File: src/design/nisr_pkg.sv
// Shared constants, types and state codes for the Newton integer square root core.
`default_nettype none
package nisr_pkg;

   localparam int DATA_WIDTH      = 32;
   localparam int LIMIT_WIDTH     = 8;
   localparam int DIV_COUNT_WIDTH = $clog2(DATA_WIDTH);

   localparam logic [LIMIT_WIDTH-1:0] LIMIT_RESET = LIMIT_WIDTH'(32);

   typedef enum logic [1:0] {
      ST_IDLE,
      ST_CHECK,
      ST_DIVIDE
   } state_type;

   typedef struct packed {
      logic                  start;
      logic [DATA_WIDTH-1:0] dividend;
      logic [DATA_WIDTH-1:0] divisor;
   } div_req_type;

   typedef struct packed {
      logic                  done;
      logic [DATA_WIDTH-1:0] quotient;
   } div_rsp_type;

endpackage
`default_nettype wire

File: src/design/nisr_divider.sv
// Radix-2 restoring divider that produces one quotient bit per cycle.
`default_nettype none
module nisr_divider
   import nisr_pkg::*;
(
   input  wire logic        clock,
   input  wire logic        reset,
   input  wire div_req_type div_req,
   output div_rsp_type      div_rsp
);

   logic                       busy_ff, busy_in;
   logic                       done_ff, done_in;
   logic [DIV_COUNT_WIDTH-1:0] count_ff, count_in;
   logic [DATA_WIDTH-1:0]      rem_ff, rem_in;
   logic [DATA_WIDTH-1:0]      quo_ff, quo_in;
   logic [DATA_WIDTH-1:0]      divisor_ff, divisor_in;
   logic [DATA_WIDTH:0]        shifted;
   logic [DATA_WIDTH:0]        trial;

   always_comb begin
      busy_in    = busy_ff;
      done_in    = 1'b0;
      count_in   = count_ff;
      rem_in     = rem_ff;
      quo_in     = quo_ff;
      divisor_in = divisor_ff;
      shifted    = {rem_ff, quo_ff[DATA_WIDTH-1]};
      trial      = shifted - {1'b0, divisor_ff};
      if (div_req.start) begin
         busy_in    = 1'b1;
         count_in   = DIV_COUNT_WIDTH'(DATA_WIDTH - 1);
         rem_in     = '0;
         quo_in     = div_req.dividend;
         divisor_in = div_req.divisor;
      end else if (busy_ff) begin
         if (!trial[DATA_WIDTH]) begin
            rem_in = trial[DATA_WIDTH-1:0];
            quo_in = {quo_ff[DATA_WIDTH-2:0], 1'b1};
         end else begin
            rem_in = shifted[DATA_WIDTH-1:0];
            quo_in = {quo_ff[DATA_WIDTH-2:0], 1'b0};
         end
         count_in = count_ff - 1'b1;
         if (count_ff == '0) begin
            busy_in = 1'b0;
            done_in = 1'b1;
         end
      end
   end

   always_ff @(posedge clock) begin
      if (reset) begin
         busy_ff <= 1'b0;
         done_ff <= 1'b0;
      end else begin
         busy_ff <= busy_in;
         done_ff <= done_in;
      end
      count_ff   <= count_in;
      rem_ff     <= rem_in;
      quo_ff     <= quo_in;
      divisor_ff <= divisor_in;
   end

   assign div_rsp.done     = done_ff;
   assign div_rsp.quotient = quo_ff;

endmodule
`default_nettype wire

File: src/design/newton_integer_square_root_core.sv
// Top level of the Newton integer square root core: iteration sequencer and result register.
// A negative operand returns its word in the cycle after acceptance.
// Otherwise the core runs Newton steps up to the iteration limit, stopping once the estimate
// no longer decreases; each new estimate waits on the bit-serial divider for n / x.
// One operand is in flight at a time; for a non-negative operand busy is high until its result word is strobed.
// Synchronous active-high reset restores the iteration limit to 32 and idles the core.
// The receiver cannot stall; each result word is valid for exactly one cycle.
`default_nettype none
module newton_integer_square_root_core
   import nisr_pkg::*;
(
   input  wire logic                         clock,
   input  wire logic                         reset,
   input  wire logic                         start,
   output logic                              busy,
   input  wire logic signed [DATA_WIDTH-1:0] req_operand,
   output logic                              rsp_valid,
   output logic signed [DATA_WIDTH-1:0]      rsp_root,
   output logic [LIMIT_WIDTH-1:0]            rsp_iterations_used,
   input  wire logic                         csr_write_enable,
   input  wire logic [LIMIT_WIDTH-1:0]       csr_write_data
);

   state_type              state_ff, state_in;
   logic [LIMIT_WIDTH-1:0] limit_ff, limit_in;
   logic [DATA_WIDTH-1:0]  n_ff, n_in;
   logic [DATA_WIDTH-1:0]  x_ff, x_in;
   logic [DATA_WIDTH-1:0]  next_ff, next_in;
   logic [LIMIT_WIDTH-1:0] steps_ff, steps_in;
   logic                   valid_ff, valid_in;
   logic [DATA_WIDTH-1:0]  root_ff, root_in;
   logic [LIMIT_WIDTH-1:0] iter_ff, iter_in;
   logic [DATA_WIDTH:0]    sum;
   div_req_type            div_req;
   div_rsp_type            div_rsp;

   nisr_divider u_divider (
      .clock   (clock),
      .reset   (reset),
      .div_req (div_req),
      .div_rsp (div_rsp)
   );

   assign limit_in = csr_write_enable ? csr_write_data : limit_ff;

   always_comb begin
      state_in         = state_ff;
      n_in             = n_ff;
      x_in             = x_ff;
      next_in          = next_ff;
      steps_in         = steps_ff;
      valid_in         = 1'b0;
      root_in          = root_ff;
      iter_in          = iter_ff;
      div_req.start    = 1'b0;
      div_req.dividend = n_ff;
      div_req.divisor  = next_ff;
      sum              = {1'b0, x_ff} + {1'b0, div_rsp.quotient};
      unique case (state_ff)
         ST_IDLE: begin
            if (start) begin
               if (req_operand[DATA_WIDTH-1]) begin
                  valid_in = 1'b1;
                  root_in  = '1;
                  iter_in  = '0;
               end else begin
                  n_in     = req_operand;
                  x_in     = req_operand;
                  next_in  = DATA_WIDTH'(({1'b0, req_operand} + 1'b1) >> 1);
                  steps_in = '0;
                  state_in = ST_CHECK;
               end
            end
         end
         ST_CHECK: begin
            if ((steps_ff < limit_ff) && (next_ff < x_ff)) begin
               x_in     = next_ff;
               if (next_ff == '0) begin
                  steps_in = steps_ff + 1'b1;
                  valid_in = 1'b1;
                  root_in  = next_ff;
                  iter_in  = steps_ff + 1'b1;
                  state_in = ST_IDLE;
               end else begin
                  div_req.start = 1'b1;
                  state_in      = ST_DIVIDE;
               end
            end else begin
               valid_in = 1'b1;
               root_in  = x_ff;
               iter_in  = steps_ff;
               state_in = ST_IDLE;
            end
         end
         ST_DIVIDE: begin
            if (div_rsp.done) begin
               next_in  = sum[DATA_WIDTH:1];
               steps_in = steps_ff + 1'b1;
               state_in = ST_CHECK;
            end
         end
         default: begin
            state_in = ST_IDLE;
         end
      endcase
   end

   always_ff @(posedge clock) begin
      if (reset) begin
         state_ff <= ST_IDLE;
         limit_ff <= LIMIT_RESET;
         valid_ff <= 1'b0;
      end else begin
         state_ff <= state_in;
         limit_ff <= limit_in;
         valid_ff <= valid_in;
      end
      n_ff     <= n_in;
      x_ff     <= x_in;
      next_ff  <= next_in;
      steps_ff <= steps_in;
      root_ff  <= root_in;
      iter_ff  <= iter_in;
   end

   assign busy                = (state_ff != ST_IDLE);
   assign rsp_valid           = valid_ff;
   assign rsp_root            = root_ff;
   assign rsp_iterations_used = iter_ff;

endmodule
`default_nettype wire

File: config.mk
export PLATFORM = sky130hd
export DESIGN_NAME = newton_integer_square_root_core
export DESIGN_NICKNAME = d
export VERILOG_FILES = /design/src/design/nisr_pkg.sv /design/src/design/nisr_divider.sv /design/src/design/newton_integer_square_root_core.sv
export SDC_FILE = /design/constraint.sdc
export NUM_CORES = 1
export LEC_CHECK = 0
export BUFFER_PORTS_ARGS = -buffer_cell sky130_fd_sc_hd__buf_4
export CAP_MARGIN = 20
export CORE_MARGIN = 4
export CORE_UTILIZATION = 50
export DETAILED_ROUTE_END_ITERATION = 8
export PLACE_DENSITY = 0.71
export SLEW_MARGIN = 10
export SYNTH_ARGS = -nofsm -noshare
export SYNTH_HDL_FRONTEND = slang
export SYNTH_SLANG_ARGS = --single-unit
File: constraint.sdc
create_clock -name clock -period 5.1 [get_ports clock]
set_input_delay 0.51 -clock clock [delete_from_list [all_inputs] [get_ports clock]]
set_output_delay 0.51 -clock clock [all_outputs]
set_load 0.05 [all_outputs]
==> impl_metrics.yaml <==
critical_path:
  crit_fanout: 4
  critPathSlowestCell: "a221oi_1"
  critical_path.endpoint_type: "flop"
  worst-path-buf-inv: 0
  worst_path_largest_cell_delay_ns: 0.51
  required_ns: 5.39
  worst_ep_arrival_time_ns: 4.04
  path_cells: "and2_1 -> fa_1 -> a21o_1 -> a31oi_1 -> o21bai_1 -> o21a_1 -> a31oi_1 -> o21ai_1 -> a221oi_1 -> o21ai_0 -> and3_1"
  critical_path.most_common_cell: "a31oi_1"
  critPathKind: "reg -> reg"
  critPathLaunchType: "flop"
  crit_family: "compound AO/OA/AOI/OAI gates"
sta:
  fin_tns_setup_ns: 0
  rsz0062_at_grt: "no"
  final.min_clock_period_ns: 3.75
  finClkSkew_ns: 0.0105
  period_share_pct: 73.6
  tightestPinTransition_ns: 1.09
  setup_viol: 0
  fmax_mhz: 267
  hold_viol: 0
  slew_violations: 0
  slew_headroom_pct: 26.5
job:
  cap_violations: 0
logic_synthesis:
  avgSynthCellArea_um2: 10.1
  syn_area_um2: 15300
  yosysUniqueCellTypes: 70
  yosysTopAreaCell: "edfxtp_1"
  yosys.area.top_type_share_pct: 40.7
  syn_nets: 1673
  ys_seq_area_share_pct: 47.3
  ys_top_cells_by_area: "edfxtp_1 (41%), ha_1 (8.9%), dfxtp_1 (6.6%)"
  syn_inst: 1519
  ys.flop_type: "edfxtp_1"
  yosysWarnings: 0
  synth-edff-count: 207
  synth_seq_cells: 257
  synthArstFlopShare_pct: 0
cts:
  htree_num_levels: 1
  post-cts-setup-buffer-count: 0
  clockBufferDepth: 3
  cts.repair.resized: 0
  insertion_delay_ns: 0.54
  cts_tree: "yes"
  cts-root-buf: "clkbuf_16"
  clk_pin_slew_ns: 0.06
  ctsHoldBuffers: 0
  cts_buffers: 28
  cts_num_sinks: 257
placed_design:
  place_hpwl_mm: 27.3
  dpl_cell_area_um2: 16300
  portBuffers: 85
  place_congestion: 0.883
detailed_routing:
  wire_per_inst_um: 19.1
  drt-total-wl_mm: 38.1
  ant_nets: 0
  vias_per_cell: 5.87
  post-route-drc-count: 0
  drt-initial-drc-count: 1208
  via_count: 11700
  firstDrtPassIters: 8
global_route:
  grt_pass1_vias: 11200
  grt-ovfl-total: 0
  grt_antenna_before_repair: 0
  grt_max_degree: 80
  grt_pass1_wl_mm: 59.8
  grt_use_total_pct: 22.1
die:
  num_rows: 63
  core_area_um2: 29900
  start_util_pct: 51.1
  die_y_um: 183
  ios: 86
  dieWidth_um: 183
  die_area_um2: 33400
layout:
  area_growth_pct: 13.2
  n_antenna_cell: 0
  fin_nets: 1740
  regArea_um2: 7220
  final_cell_mix: "nand2_1 (217), edfxtp_1 (207), ha_1 (107), inv_1 (104), a21oi_1 (103)"
  final_cell_area_um2: 17300
  fillers: 2506
  final_common_cell: "nand2_1"
  drive_above_1_share_pct: 11.9
  multi_input_area_um2: 7440
power_and_ir_drop:
  power_leakage_nw: 7.01
  peakVddDrop_uv: 365
  power_density_nw_per_um2: 547
min_path:
  hp-class: "in -> reg"
run_status:
  status: "finished, final reports clean"
cell usage after synthesis, drive strengths merged (18+ instances only):
cell type / number
edfxtp: 207
clkbuf: 45
ha: 108
mux2i: 33
nand3: 36
dfxtp: 50
and3: 22
o21ai: 77
and2: 18
inv: 105
mux2: 30
nand2: 218
a21o: 43
xnor2: 65
o211ai: 43
nor3: 24
xor2: 38
a21oi: 105
nor2: 73
nand4: 26
through the flow:
step / setup WS (ns) / hold slack (ns) / utilization (%) / total power [mW] / instances
floorplan: 0.789 / 0.456 / - / 6.30 / 1519
global placement: 1.44 / 0.475 / 54.5 / 7.22 / 1945
detailed placement: 1.35 / 0.481 / 54.5 / 7.31 / 1945
CTS: 1.33 / 0.141 / 57.8 / 9.44 / 1997
finish: 1.35 / 0.158 / 57.8 / 9.45 / 1998
global route: 1.15 / 0.148 / 57.8 / 10.1 / 1998
cell families (layout without fill, tap and decap cells):
group / Yosys count / after routing / share of synthesized area, %
mux: 63 / 63 / 4.38
fa+ha+maj: 110 / 110 / 9.11
buf+inv: 166 / 255 / 4.30
simple gates: 469 / 469 / 14.3
flops: 257 / 257 / 47.3
xor+xnor: 103 / 103 / 6.08
compound gates: 351 / 351 / 14.6
state kept, by name (all words and copies together), names as in the netlist:
signal                cells
u_divider.busy_ff         1
state_ff                  2
u_divider.rem_ff         32
n_ff                     31
steps_ff                  8
rsp_valid                 1
next_ff                  32
u_divider.divisor_ff     32
u_divider.done_ff         1
rsp_iterations_used       8
x_ff                     32
limit_ff                  8
u_divider.quo_ff         32
rsp_root                 32
u_divider.count_ff        5
final timing paths:
kind | slack, ns | end | from | depth (start not counted)
setup / recovery | 1.35 | next_ff[31] | u_divider.quo_ff[0] | 11
hold / removal | 0.16 | n_ff[25] | req_operand[25] | 1
setup reg to reg | 1.35 | next_ff[31] | u_divider.quo_ff[0] | 11
hold reg to reg | 0.50 | u_divider.count_ff[4] | u_divider.count_ff[4] | 2
routing by layer:
| metal | vias up | share of wire, % | global-route usage (%) |
|---|---|---|---|
| met1 | 5620 | 45 | 31.5 |
| met2 | 396 | 46 | 36.0 |
| met5 | - | 0 | 0 |
| met3 | 76 | 6.2 | 2.44 |
| li1 | 5629 | - | - |
| met4 | 0 | 2.7 | 6.09 |
power by group:
part / internal [mW] / switching [mW] / total (mW)
Sequential: 2.87 / 0.343 / 3.21
Combinational: 1.61 / 2.52 / 4.13
Clock: 1.28 / 0.835 / 2.11
Total: 5.75 / 3.70 / 9.45
cell type report:
| type | count | area share, % |
|---|---|---|
| sequential | 257 | 41.8 |
| timing repair buffer | 98 | 4.48 |
| inverter | 105 | 2.28 |
| clock buffer | 38 | 4.51 |
| multi-input combinational | 1096 | 43.1 |
| tap | 390 | 2.82 |
| clock inverter | 14 | 1.06 |
Power figures use the tool's default switching activity.
